## config.mk

```make
export PLATFORM = sky130hd
export DESIGN_NAME = elpc_ram
export DESIGN_NICKNAME = d
export VERILOG_FILES = /design/src/elpc_ram.sv
export SDC_FILE = /design/constraint.sdc
export NUM_CORES = 2
export LEC_CHECK = 0
export BUFFER_PORTS_ARGS = -buffer_cell sky130_fd_sc_hd__buf_2
export CAP_MARGIN = 5
export CORE_MARGIN = 8
export CORE_UTILIZATION = 55
export DETAILED_ROUTE_END_ITERATION = 10
export PLACE_DENSITY = 0.71
export RECOVER_POWER = 100
export SLEW_MARGIN = 20
export SYNTH_ARGS = -nofsm -noshare
export SYNTH_HDL_FRONTEND = slang
export SYNTH_SLANG_ARGS = --single-unit
```

## constraint.sdc

```tcl
create_clock -name aclk -period 3.1 [get_ports aclk]
set_clock_uncertainty 0.1 [all_clocks]
set_input_delay 0.775 -clock aclk [delete_from_list [all_inputs] [get_ports aclk]]
set_output_delay 0.775 -clock aclk [all_outputs]
set_load 0.1 [all_outputs]
```

## src/elpc_ram.sv

```systemverilog
`timescale 1ns / 1ps
// simple dual-port synchronous ram, one write and one registered read port
// depends on nothing
module elpc_ram #(
    parameter int WIDTH = 8,
    parameter int DEPTH = 256,
    parameter int AW    = $clog2(DEPTH)
) (
    input  logic             aclk,
    input  logic             we,
    input  logic [AW-1:0]    waddr,
    input  logic [WIDTH-1:0] wdata,
    input  logic [AW-1:0]    raddr,
    output logic [WIDTH-1:0] rdata
);
    logic [WIDTH-1:0] mem [DEPTH];

    always_ff @(posedge aclk) begin
        if (we) begin
            mem[waddr] <= wdata;
        end
        rdata <= mem[raddr];
    end
endmodule

```

Word-level counts from Yosys, hierarchy flattened
Memories as Yosys holds them, arrays and structs flattened. A register that Yosys moved wholly into a read port is not among the register bits.
Cells that the tools add are included.

storage, ports and cells
  input bits = 26
  word-level logic and storage cells = 3
  output and inout port bits = 8
  bits in registers = 0
  bits in latches = 0
  memory bits (read-only) = 0
  memories kept = 1
  memory bits (writable) = 2,048

memories
  memory  depth  bits a word  rd ports  clocked after memory_dff  wr ports  line  RTL
  mem     256    8            1         1                         1         16    logic [WIDTH-1:0] mem [DEPTH];

cells by class
  order comparisons = 0
  reduce and logical (&&, ||, !) cells = 0
  $mul = 0
  add/subtract/negate cells = 0
  div/mod/pow operators = 0
  muxes and demuxes = 2
  bitwise gates (word level) = 0
  shifts and indexed selects = 0
  equal/unequal tests = 0

operator list
  kind     number
  $mux W1  2

Longest topological paths before layout
  depth after elaboration = 2
  gate-level depth with buffers = 11
  mapped depth without buffers = 6

Worst setup path after synthesis
Ideal clock, no wire load.

  path type = input-to-reg
  start point = input port raddr[0]
  end point = register rdata[2] (read register of mem)
  setup time = 131 ps
  cell stages on the path = 9
  path slack = 287 ps
  path buffers = 4
  data required time = 2,869 ps
  arrival = 2,582 ps
  path through = buf_6 buf_12 buf_8 buf_2 mux4_2 a22oi_1 a21oi_1 nor4_1 nor4_2

RTL lines
  element      line  RTL
  from (decl)  13    input logic [AW-1:0] raddr,
  to (decl)    14    output logic [WIDTH-1:0] rdata

==> results.toml <==
[outcome]
status = "complete, but fails checks"
violations = "capacitance limit, slew limit"

[power]
vdd_drop_max_v = 0.000634
cellPowerDensity_nw_per_um2 = 628
power.leakage_nw = 28.9

[synth]
synth_ff_type = "edfxtp_1"
yosysUniqueCellTypes = 55
synth.avg_cell_area_um2 = 21.3
synthMuxAreaShare_pct = 14.6
synth_compound_area_share_pct = 3.42
yosys.area_share.simple_pct = 2.63
ys_top_cells_by_count = "edfxtp_1, mux4_2, nor2_1, mux2i_1, a22oi_1"
yosys_warnings = 0
netlist_area_um2 = 79600
async_reset_ff_share_pct = 0
synth_fp_nets = 3759
yosysTopAreaCellShare_pct = 77.3
synth-seq-area-share_pct = 77.5
synthCells = 3733
synth_xor_area_share_pct = 0
yosys-top-cells-area = "edfxtp_1, mux4_2, mux2i_1"
synth_fa_ha_area_share_pct = 0
synth-edff-count = 2048
synth_top_family_by_area = "multiplexers"
synth_top_area_cell = "edfxtp_1"
ys_ff_latch = 2056
post-synth-top-count-cell = "edfxtp_1"

[setup_path]
cp-startpoint = "raddr[0]"
rr_worst_depth = 6
crit_slowest_cell = "mux4_2"
criticalPathCategory = "in2reg"
crit_fanout = 13
r2r_slack_ns = 0.28
critical_path.cell_chain = "buf_8, buf_12, buf_4, buf_12, mux4_2, a22o_1, a221oi_1, o32ai_1, nor3_1, nor4_1"
worstReg2RegEnd = "rdata[2]$_DFF_P_"
endpoint = "rdata[5]$_DFF_P_"
cp_common_cell = "buf_12"
cpPeakStageDelay_ns = 0.55
cp-end-kind = "register"
startpoint_type = "primary input"
crit_required_ns = 3.69
cp_data_arrival_time_ns = 3.67
rr_startpoint = "mem[67][2]$_DFFE_PP_"

[clocking]
root_buffer = "clkbuf_16"
clock_latency_ns = 0.84
cts_inserted_buffers = 198
cts.sinks = 2056
cts.path.max_buffers = 3
clk_pin_slew_ns = 0.06
cts_hold_buf = 0
cts_resized = 0
post_cts_buffers = 0
tritoncts = "done"
htree_levels = 4

[route]
vias = 41600
wire_per_inst_um = 30.6
drt-total-wl_um = 198000
viasPerCell = 6.42
ant_nets = 0
drt_iter0_drc = 5352
first_pass_iters = 8
drc = 0

[sta]
setup_violations = 0
hold_viol_final = 0
period_needed_ns = 3.08
min_period_over_period_pct = 99.3
fmax_ghz = 0.325
setup_tns_ns = 0
drv_slew = 622
rsz0062_at_grt = "false"
worstMarginPinSlew_ns = 2.63
maxSlewHeadroom_pct = -75.6

[layout]
n_fill_cell = 9699
stdcell_count = 6476
post_route_cells_drive_above_1_share_pct = 25.0
finalNetCount = 4431
syn_to_final_growth_pct = 15.3

[placed_design]
dp.cells = 6108
gp_congestion = 0.895
hpwl_um = 126000
numPortBuffers = 33

[die]
start_util_pct = 55.4
rows = 139
die_w_um = 396
fp.coreArea_um2 = 144000
fp.dieH_um = 396
io_pins = 34
dieArea_um2 = 157000

[global_routing]
globalRouteTotalUtil_pct = 24.9
grt_pass1_vias = 41518
grt_pass1_wl_um = 287000
antenna_found_initial = 5
grt_max_degree = 112
overflow = 0

[min_path]
hp-class = "in2reg"
hold_start = "waddr[4]"

[run]
drv_cap = 11
worst min-delay path by stage:
stage | slack, ns | end | cells after the start
floorplan | 0.67 | rdata[3]$_DFF_P_ | 6
global placement | 0.99 | rdata[0]$_DFF_P_ | 7
global route | 0.67 | mem[250][1]$_DFFE_PP_ | 4
finish | 0.67 | mem[250][1]$_DFFE_PP_ | 4
CTS | 0.22 | mem[68][2]$_DFFE_PP_ | 1
detailed placement | 1.02 | rdata[0]$_DFF_P_ | 7
metrics by stage:
stage          power [mW]  hold slack [ns]  setup WS, ns  cell area [um^2]  utilization, %
2_1_floorplan        32.9            0.670         0.287             79600               -
3_3_place_gp         34.5            0.986        -0.877             86800            60.4
3_5_place_dp         34.6             1.02        -0.802             86800            60.4
4_1_cts              57.9            0.218        0.0833             93200            64.9
5_1_grt              59.0            0.667        0.0467             91700            63.8
6_report             57.6            0.670        0.0212             91700            63.9
cell families (layout without fill, tap and decap cells):
family | count (synthesis) | count (layout)
DFF | 2056 | 2056
muxes | 591 | 591
other | 0 | 4
and+or+nand+nor | 466 | 466
AOI/OAI and AO/OA | 385 | 385
buffers and inverters | 235 | 1071
flip-flops by register name, indices dropped and copies added, names as in the netlist:
name   cells
mem     2048
rdata      8
worst max-delay path: cells and delay by family:
| kind | cells | cell delay [ns] |
|---|---|---|
| buffers and inverters | 4 | 0.74 |
| AOI/OAI and AO/OA | 3 | 0.93 |
| and+or+nand+nor | 2 | 0.64 |
| muxes | 1 | 0.55 |
power breakdown:
group	internal, mW	total (mW)	switching, mW
Clock	13.3	23.6	10.3
Combinational	1.22	3.25	2.03
Sequential	30.7	30.7	0.0550
Total	45.2	57.6	12.4
layer usage:
layer	vias up	GRT usage [%]	wire length, um
met5	-	0	24
met4	4	9.16	7850
met3	423	5.76	21100
met2	2395	39.2	94500
met1	21747	34.7	74900
li1	17031	-	-
placed cells by master (no fill, tap or decap), types with 10 or more instances in the layout:
| cell type | n |
|---|---|
| o211ai_1 | 10 |
| nor4_1 | 22 |
| mux2i_1 | 134 |
| nor2b_1 | 28 |
| nor2_1 | 279 |
| mux4_2 | 454 |
| o22ai_1 | 28 |
| nor3_1 | 22 |
| nand4_1 | 10 |
| a221oi_1 | 13 |
| a22oi_1 | 133 |
| buf_2 | 11 |
| clkbuf_16 | 198 |
| nand3_1 | 34 |
| clkinv_2 | 39 |
| a211oi_1 | 16 |
| clkbuf_1 | 363 |
| o221ai_1 | 46 |
| bufinv_16 | 16 |
| buf_4 | 273 |
| o21ai_0 | 10 |
| nand2_1 | 33 |
| a21oi_1 | 96 |
| clkbuf_2 | 31 |
| edfxtp_1 | 2048 |
| clkinv_1 | 40 |
| buf_12 | 61 |
cell type report:
cell class | instances | area, um^2 | share of cell area (%)
tap | 1903 | 2380 | 2.60
sequential | 2056 | 61700 | 67.2
inverter | 2 | 7.51 | 0.00818
timing repair buffer | 705 | 4770 | 5.20
antenna | 4 | 10.0 | 0.0109
multi-input combinational | 1442 | 16500 | 18.0
clock inverter | 116 | 1200 | 1.31
clock buffer | 248 | 5200 | 5.67
Note: power is estimated with default switching activity, not from simulation.
