===== config.mk =====
export PLATFORM = sky130hd
export DESIGN_NAME = elpc_solver
export DESIGN_NICKNAME = d
export VERILOG_FILES = /design/src/elpc_pkg.sv /design/src/elpc_ram.sv /design/src/elpc_solver.sv
export SDC_FILE = /design/constraint.sdc
export NUM_CORES = 2
export LEC_CHECK = 0
export BUFFER_PORTS_ARGS = -buffer_cell sky130_fd_sc_hd__buf_4
export CORE_AREA = 8 8 511 313
export CTS_CLUSTER_SIZE = 30
export DETAILED_ROUTE_END_ITERATION = 10
export DIE_AREA = 0 0 519 321
export PLACE_DENSITY = 0.79
export SYNTH_ARGS = -nofsm -noshare
export SYNTH_HDL_FRONTEND = slang
export SYNTH_SLANG_ARGS = --single-unit
export TNS_END_PERCENT = 1

===== constraint.sdc =====
create_clock -name aclk -period 7.9 [get_ports aclk]
set_clock_uncertainty 0.2 [all_clocks]
set_input_delay 0.395 -clock aclk [delete_from_list [all_inputs] [get_ports aclk]]
set_output_delay 0.395 -clock aclk [all_outputs]
set_load 0.1 [all_outputs]

===== src/elpc_pkg.sv =====
`timescale 1ns / 1ps
// shared constants, item and result types and solver states
// used by edge_limited_path_connectivity and elpc_solver; depends on nothing
package elpc_pkg;

    localparam int MAX_NODES   = 256;
    localparam int NODE_BITS   = 8;
    localparam int MAX_EDGES   = 1024;
    localparam int EDGE_AW     = 10;
    localparam int MAX_QUERIES = 64;
    localparam int QUERY_AW    = 6;
    localparam int WEIGHT_BITS = 32;
    localparam int ITEM_W      = 2 * NODE_BITS + WEIGHT_BITS;

    localparam logic KIND_EDGE  = 1'b0;
    localparam logic KIND_QUERY = 1'b1;

    typedef struct packed {
        logic [WEIGHT_BITS-1:0] w;
        logic [NODE_BITS-1:0]   b;
        logic [NODE_BITS-1:0]   a;
    } item_t;

    typedef struct packed {
        logic                last;
        logic                ovf;
        logic                conn;
        logic [QUERY_AW-1:0] qidx;
    } res_t;

    typedef enum logic [3:0] {
        S_IDLE, S_QADDR, S_QCAP, S_EADDR, S_ECAP, S_QEVAL,
        S_PRD, S_PCHK, S_JOIN, S_OUT, S_DONE
    } state_t;

endpackage


===== src/elpc_ram.sv =====
`timescale 1ns / 1ps
// simple dual-port synchronous ram, one write and one registered read port
// depends on nothing
module elpc_ram #(
    parameter int WIDTH = 8,
    parameter int DEPTH = 256,
    parameter int AW    = $clog2(DEPTH)
) (
    input  logic             aclk,
    input  logic             we,
    input  logic [AW-1:0]    waddr,
    input  logic [WIDTH-1:0] wdata,
    input  logic [AW-1:0]    raddr,
    output logic [WIDTH-1:0] rdata
);
    logic [WIDTH-1:0] mem [DEPTH];

    always_ff @(posedge aclk) begin
        if (we) begin
            mem[waddr] <= wdata;
        end
        rdata <= mem[raddr];
    end
endmodule


===== src/elpc_solver.sv =====
`timescale 1ns / 1ps
// per-query union-find sequencer over the stored edges, owns the parent memory
// depends on elpc_pkg and elpc_ram
module elpc_solver import elpc_pkg::*; (
    input  logic                 aclk,
    input  logic                 aresetn,
    input  logic                 start,
    input  logic [EDGE_AW:0]     edge_count,
    input  logic [QUERY_AW:0]    query_count,
    input  logic                 ovf,
    input  logic [8:0]           node_count,
    output logic [EDGE_AW-1:0]   e_raddr,
    input  item_t                e_rdata,
    output logic [QUERY_AW-1:0]  q_raddr,
    input  item_t                q_rdata,
    output logic                 res_valid,
    input  logic                 res_ready,
    output res_t                 res,
    output logic                 done
);
    state_t state_reg, state_next;
    logic [QUERY_AW:0]  qi_reg, qi_next;
    logic [EDGE_AW:0]   ei_reg, ei_next;
    item_t q_reg, q_next, e_reg, e_next;
    logic [NODE_BITS-1:0] cur_reg, cur_next, ra_reg, ra_next;
    logic phase_reg, phase_next, mode_reg, mode_next, conn_reg, conn_next;
    logic [MAX_NODES-1:0] valid_reg, valid_next;
    logic [NODE_BITS-1:0] p_rdata, par;
    logic p_we, e_use, q_bad, e_last, q_last;

    elpc_ram #(.WIDTH(NODE_BITS), .DEPTH(MAX_NODES)) u_parent (
        .aclk(aclk), .we(p_we), .waddr(ra_reg), .wdata(cur_reg),
        .raddr(cur_reg), .rdata(p_rdata)
    );

    assign e_raddr = ei_reg[EDGE_AW-1:0];
    assign q_raddr = qi_reg[QUERY_AW-1:0];
    assign par     = valid_reg[cur_reg] ? p_rdata : cur_reg;
    assign e_use   = (e_rdata.w < q_reg.w) && ({1'b0, e_rdata.a} < node_count)
                     && ({1'b0, e_rdata.b} < node_count);
    assign q_bad   = ({1'b0, q_reg.a} >= node_count) || ({1'b0, q_reg.b} >= node_count);
    assign e_last  = (ei_reg + 1'b1) == edge_count;
    assign q_last  = (qi_reg + 1'b1) == query_count;

    always_comb begin
        state_next = state_reg;
        unique case (state_reg)
            S_IDLE:  if (start) state_next = (query_count == '0) ? S_DONE : S_QADDR;
            S_QADDR: state_next = S_QCAP;
            S_QCAP:  state_next = (edge_count == '0) ? S_QEVAL : S_EADDR;
            S_EADDR: state_next = S_ECAP;
            S_ECAP: begin
                if (e_use) state_next = S_PRD;
                else state_next = e_last ? S_QEVAL : S_EADDR;
            end
            S_QEVAL: begin
                if (q_reg.a == q_reg.b || q_bad) state_next = S_OUT;
                else state_next = S_PRD;
            end
            S_PRD:   state_next = S_PCHK;
            S_PCHK: begin
                if (par != cur_reg || !phase_reg) state_next = S_PRD;
                else state_next = mode_reg ? S_OUT : S_JOIN;
            end
            S_JOIN:  state_next = e_last ? S_QEVAL : S_EADDR;
            S_OUT:   if (res_ready) state_next = q_last ? S_DONE : S_QADDR;
            S_DONE:  state_next = S_IDLE;
            default: state_next = S_IDLE;
        endcase
    end

    always_comb begin
        qi_next = qi_reg;
        ei_next = ei_reg;
        q_next = q_reg;
        e_next = e_reg;
        cur_next = cur_reg;
        ra_next = ra_reg;
        phase_next = phase_reg;
        mode_next = mode_reg;
        conn_next = conn_reg;
        valid_next = valid_reg;
        p_we = 1'b0;
        res_valid = 1'b0;
        done = 1'b0;
        unique case (state_reg)
            S_IDLE: qi_next = '0;
            S_QCAP: begin
                q_next = q_rdata;
                valid_next = '0;
                ei_next = '0;
            end
            S_ECAP: begin
                e_next = e_rdata;
                if (e_use) begin
                    cur_next = e_rdata.a;
                    phase_next = 1'b0;
                    mode_next = 1'b0;
                end else begin
                    ei_next = ei_reg + 1'b1;
                end
            end
            S_QEVAL: begin
                if (q_reg.a == q_reg.b) begin
                    conn_next = 1'b1;
                end else if (q_bad) begin
                    conn_next = 1'b0;
                end else begin
                    cur_next = q_reg.a;
                    phase_next = 1'b0;
                    mode_next = 1'b1;
                end
            end
            S_PCHK: begin
                if (par != cur_reg) begin
                    cur_next = par;
                end else if (!phase_reg) begin
                    ra_next = cur_reg;
                    phase_next = 1'b1;
                    cur_next = mode_reg ? q_reg.b : e_reg.b;
                end else if (mode_reg) begin
                    conn_next = (ra_reg == cur_reg);
                end
            end
            S_JOIN: begin
                if (ra_reg != cur_reg) begin
                    p_we = 1'b1;
                    valid_next[ra_reg] = 1'b1;
                end
                ei_next = ei_reg + 1'b1;
            end
            S_OUT: begin
                res_valid = 1'b1;
                if (res_ready) qi_next = qi_reg + 1'b1;
            end
            S_DONE: done = 1'b1;
            default: ;
        endcase
    end

    assign res = '{last: q_last, ovf: ovf, conn: conn_reg,
                   qidx: qi_reg[QUERY_AW-1:0]};

    always_ff @(posedge aclk) begin
        if (!aresetn) begin
            state_reg <= S_IDLE;
            valid_reg <= '0;
        end else begin
            state_reg <= state_next;
            valid_reg <= valid_next;
        end
        qi_reg <= qi_next;
        ei_reg <= ei_next;
        q_reg <= q_next;
        e_reg <= e_next;
        cur_reg <= cur_next;
        ra_reg <= ra_next;
        phase_reg <= phase_next;
        mode_reg <= mode_next;
        conn_reg <= conn_next;
    end
endmodule


== Word-level counts from Yosys, hierarchy flattened ==
Memories as Yosys holds them, arrays and structs flattened. A register that Yosys moved wholly into a read port is not among the register bits.
Cells that the tools add are included.
Operators by class
  multiplexer cells: 49
  bitwise operators: 3
  reduce and logical (&&, ||, !) cells: 25
  $add $sub $neg: 2
  magnitude comparators: 8
  equal/unequal tests: 28
Operators by type and width (count)
  one-hot mux 256 bit (2 select lines): 1
  two-way mux 256 bit: 1
  bitwise OR 256 bit: 1
  two-way mux 8 bit: 7
  one-hot mux 4 bit (10 select lines): 1
  one-hot mux 11 bit (3 select lines): 1
  less-than comparator 32 bit: 1
  two-way mux 4 bit: 6
  one-hot mux 8 bit (3 select lines): 1
  two-way mux 1 bit: 20
  inequality test 2 bit, second input constant: 10
  greater-or-equal comparator 8 x 9 -> 1 bit: 2
  less-than comparator 8 x 9 -> 1 bit: 2
  less-than comparator 8 x 9 -> 1 bit, second input constant: 2
  equality test 4 x 3 -> 1 bit, second input constant: 4
  equality test 8 bit: 2
  inequality test 8 bit: 2
  AND reduction 5 bit: 3
  one-hot mux 7 bit (2 select lines): 1
  equality test 4 bit, second input constant: 3
  adder 11 x 1 -> 11 bit, second input constant: 1
  equality test 11 bit: 1
  logical NOT 11 bit: 1
  two-way mux 11 bit: 1
  23 further kinds: 40
Word-level totals
  bits of input ports: 128
  RAM bits: 2048
  word-level logic and storage cells: 129
  memories kept: 1
  flip-flop bits (word level): 353
Memory list
  u_parent.mem: words 256, width 8, read ports 1, clocked after Yosys merged registers in 1, write ports 1, line elpc_ram.sv:16  | logic [WIDTH-1:0] mem [DEPTH];

== Longest topological paths before layout ==
  depth in word-level cells: 7
  depth in mapped cells: 16
  mapped depth without buffers: 12

== Cells and area by module ==
From an unflattened synthesis, not the netlist that was laid out.
Unflattened totals
  cell total of the unflattened synthesis: 5420
  area total of the unflattened synthesis: 96103.4 um^2
By module, submodules not included
  elpc_ram: cells each 3733, area each 79556.3 um^2, instances 1, seq. area each 61659.1 um^2
  elpc_solver: cells each 1687, area each 16547.1 um^2, instances 1, seq. area each 7997.7 um^2

== Worst setup path before layout ==
No wires, ideal clock.
  kind: register to register
  start point: register cur_reg[0]
  end point: register ra_reg[0], enable pin
  stages on the path, launching flop included: 14
  arrival: 6.541 ns
  path buffers: 3
  setup slack: 0.789 ns
  cells stage by stage: edfxtp_1 buf_2 buf_4 mux4_2 mux4_2 mux2i_1 nor3b_1 a311oi_1 o21ai_1 o31ai_4 o21a_1 buf_4 nand2_1 nor2_1
On the way
  word-level cells in the longest chain between the ends: 6
RTL lines
  start, declared: line elpc_solver.sv:25  | logic [NODE_BITS-1:0] cur_reg, cur_next, ra_reg, ra_next;
  start signal, assigned: line elpc_solver.sv:156  | cur_reg <= cur_next;
  binary-select mux 1 bit (select 8 bit): line elpc_solver.sv:38  | assign par = valid_reg[cur_reg] ? p_rdata : cur_reg;
  two-way mux 1 bit (implied by the code): line elpc_solver.sv:38
  two-way mux 8 bit: line elpc_solver.sv:38
  inequality test 8 bit *: line elpc_solver.sv:115  | if (par != cur_reg) begin
  NOT 1 bit (no source line) *
  AND reduction 3 bit (no source line) *
  end signal, assigned: line elpc_solver.sv:157  | ra_reg <= ra_next;
  end, declared: line elpc_solver.sv:25
Every way passes the cells marked *; elsewhere a longest branch is shown, timed or not. The select of a mux whose other input is x is not followed.
A chain may end at the register's enable or synchronous reset.

==> impl_metrics.json <==
{
  "outcome": "finished, final reports clean",
  "synth_edf_count": 2141,
  "largest_register_ffs": 2048,
  "syn_inst": 4925,
  "drtPass1Iterations": 6,
  "port_buffers": 152,
  "final_net_count": 5294,
  "synth_top_flop_cell": "edfxtp_1",
  "synth_cell_type_count": 57,
  "tns_ns": 0,
  "post-route-util": 0.689,
  "maxSlewViolCount": 0,
  "cts.path.max_buffers": 3,
  "wl_um": 246000,
  "synth_top_area_frac": 0.675,
  "htreeDepth": 4,
  "cts_sinks": 2409,
  "drive_gt1_frac": 0.237,
  "hpwlAfterDp_um": 135000,
  "drt-initial-drc-count": 8731,
  "setup_violations": 0,
  "cts_tree": "built",
  "grt_pass1_wl_um": 354000,
  "path_delay_family": "buffers and inverters",
  "seq_area_frac_synth": 0.732,
  "synthesis.area_um2": 95200,
  "num_vias": 51500,
  "leakage_uw": 0.0336,
  "p_per_area_nw_per_um2": 233,
  "grt_start_max_net_pins": 266,
  "cap_violations": 0,
  "hold_viol_final": 0,
  "crit_path_start_kind": "register",
  "cp_num_buf_inv": 3,
  "cts.clk_slew.worst_paths_ns": 0.08,
  "route.met3.wl_um": 31900,
  "clock_latency_ns": 0.84,
  "viasPerCell": 7.04,
  "cts_setup_buffers": 0,
  "initial_core_util": 0.622,
  "dieArea_um2": 167000,
  "hold_class": "input pin to register",
  "gr-total-overflow": 0,
  "area.growth.synth_to_final_pct": 10.7,
  "path_max_fanout": 123,
  "power_uw": 24600,
  "wirelength_met1_um": 93100,
  "numCtsBuffers": 194,
  "antenna_left": 0,
  "max_freq_mhz": 185,
  "rows": 112,
  "die_w_um": 519,
  "coreArea_um2": 153000,
  "clockRootBuffer": "clkbuf_16",
  "worst_pin_slew_ns": 1.38,
  "drc_errors": 0,
  "fin_crit_sh": 0.686,
  "syn-num-nets": 5116,
  "crit_chain": "buf_12 -> buf_4 -> buf_4 -> mux4_2 -> mux4_2 -> mux4_2 -> mux4_2",
  "yosys_warnings": 0,
  "ir_drop_v": 0.000309,
  "async_flop_share": 0,
  "antenna_found_initial": 13,
  "grtUsageTotal": 0.292,
  "wl_per_cell_um": 33.6,
  "cp.required_ns": 8.39,
  "slowest_stage": "buf_4",
  "grt_pass1_vias": 50300,
  "crit_arrival_ns": 5.90,
  "io_pins": 155,
  "place_congestion": 0.866,
  "setup.worst_path.end_class": "register",
  "worstSetupPathType": "register to register",
  "dr.max_layer_used": "met5",
  "min_period_ns": 5.42,
  "maxSlewHeadroom": 0.0742,
  "synth_top_area_cell": "edfxtp_1",
  "dpl-instance-area_um2": 98300,
  "rsz0062_at_grt": "false",
  "ys_seq_elements": 2409,
  "die_h_um": 321,
  "design_area_um2": 105000,
  "cp_slowest_stage_delay_ns": 0.83,
  "synth_area_leaders": "edfxtp_1, mux4_2, dfxtp_1, nor2_1, a21oi_1",
  "wl_met2_um": 113000,
  "syn_area_per_cell_um2": 19.3,
  "critPathMostFrequentCell": "mux4_2"
}
## cell families (layout without fill, tap and decap cells)
group | count (synthesis) | count (layout) | synth area share
compound gates | 421 | 421 | 0.0254
flops | 2409 | 2409 | 0.732
buf+inv | 364 | 704 | 0.0173
mux | 813 | 813 | 0.178
simple gates | 800 | 800 | 0.0347
fa+ha+maj | 63 | 63 | 0.00828
xor+xnor | 55 | 55 | 0.00506
other cells | 0 | 7 | 0
## cell type report
class | instances | area, um^2
Sequential cell | 2409 | 69700
Fill cell | 9014 | 47700
Multi-Input combinational cell | 2152 | 24000
Clock buffer | 240 | 5180
Tap cell | 2052 | 2570
Timing Repair Buffer | 298 | 2560
Clock inverter | 118 | 1170
Inverter | 48 | 180
Antenna cell | 7 | 17.5
## power by group
| group | switching (uW) | internal (uW) |
|---|---|---|
| Combinational | 482 | 272 |
| Sequential | 47.1 | 13700 |
| Clock | 4660 | 5360 |
| Total | 5190 | 19400 |
## synth_stat cells (22+ instances only)
cell type and number:
edfxtp_1 2141, mux4_2 702, nor2_1 589, a21oi_1 289, dfxtp_1 268, clkbuf_1 211
mux2i_1 110, nand2_1 67, ha_1 63, a22oi_1 51, buf_2 49, inv_1 46
buf_4 44, nand3_1 37, xor2_1 34, o21ai_0 22
## cells in the final DEF, fill, tap and decap left out, drive strengths merged, types with 11 or more instances in the layout
cell,synthesis,final
edfxtp,2141,2141
mux4,702,702
nor2,589,589
a21oi,289,289
dfxtp,268,268
clkbuf,211,240
buf,105,227
mux2i,110,110
clkinv,1,79
dlygate4sd3,0,71
nand2,67,67
ha,63,63
inv,47,55
a22oi,51,51
nand3,37,37
xor2,34,34
o21ai,24,24
xnor2,21,21
bufinv,0,21
nor2b,19,19
nor3,19,19
nand2b,16,16
nor4,15,15
nand4,13,13
a21o,13,13
clkinvlp,0,11
## path summary, 6_finish.rpt
| check | from | endpoint | slack (ns) | cells after the start |
|---|---|---|---|---|
| worst max-delay path | cur_reg[0] | u_parent.rdata[5] | 2.48 | 7 |
| worst min-delay path | q_rdata[20] | q_reg[20] | 0.09 | 2 |
| worst max register to register | cur_reg[0] | u_parent.rdata[5] | 2.48 | 7 |
| worst min register to register | valid_reg[68] | valid_reg[68] | 0.27 | 2 |
## through the flow
stage	worst slack, ns	hold slack [ns]	cells
after global routing	2.13	0.0804	7319
final	2.48	0.0892	7324
after floorplan	0.789	0.231	4925
after detailed placement	2.51	0.251	6888
after CTS	2.50	0.0367	7317
after global placement	2.59	0.243	6888
## repair_timing
action | in CTS | in global routing
hold endpoints to repair | 75 | 0
hold buffers | 71 | 0
gates resized for setup | 0 | 0
## metal layers
layer,vias to the layer above,GRT usage
met4,8,0.0964
met2,4152,0.438
met5,-,0
li1,20200,-
met3,574,0.0730
met1,26600,0.429
(Power assumes the default switching activity.)
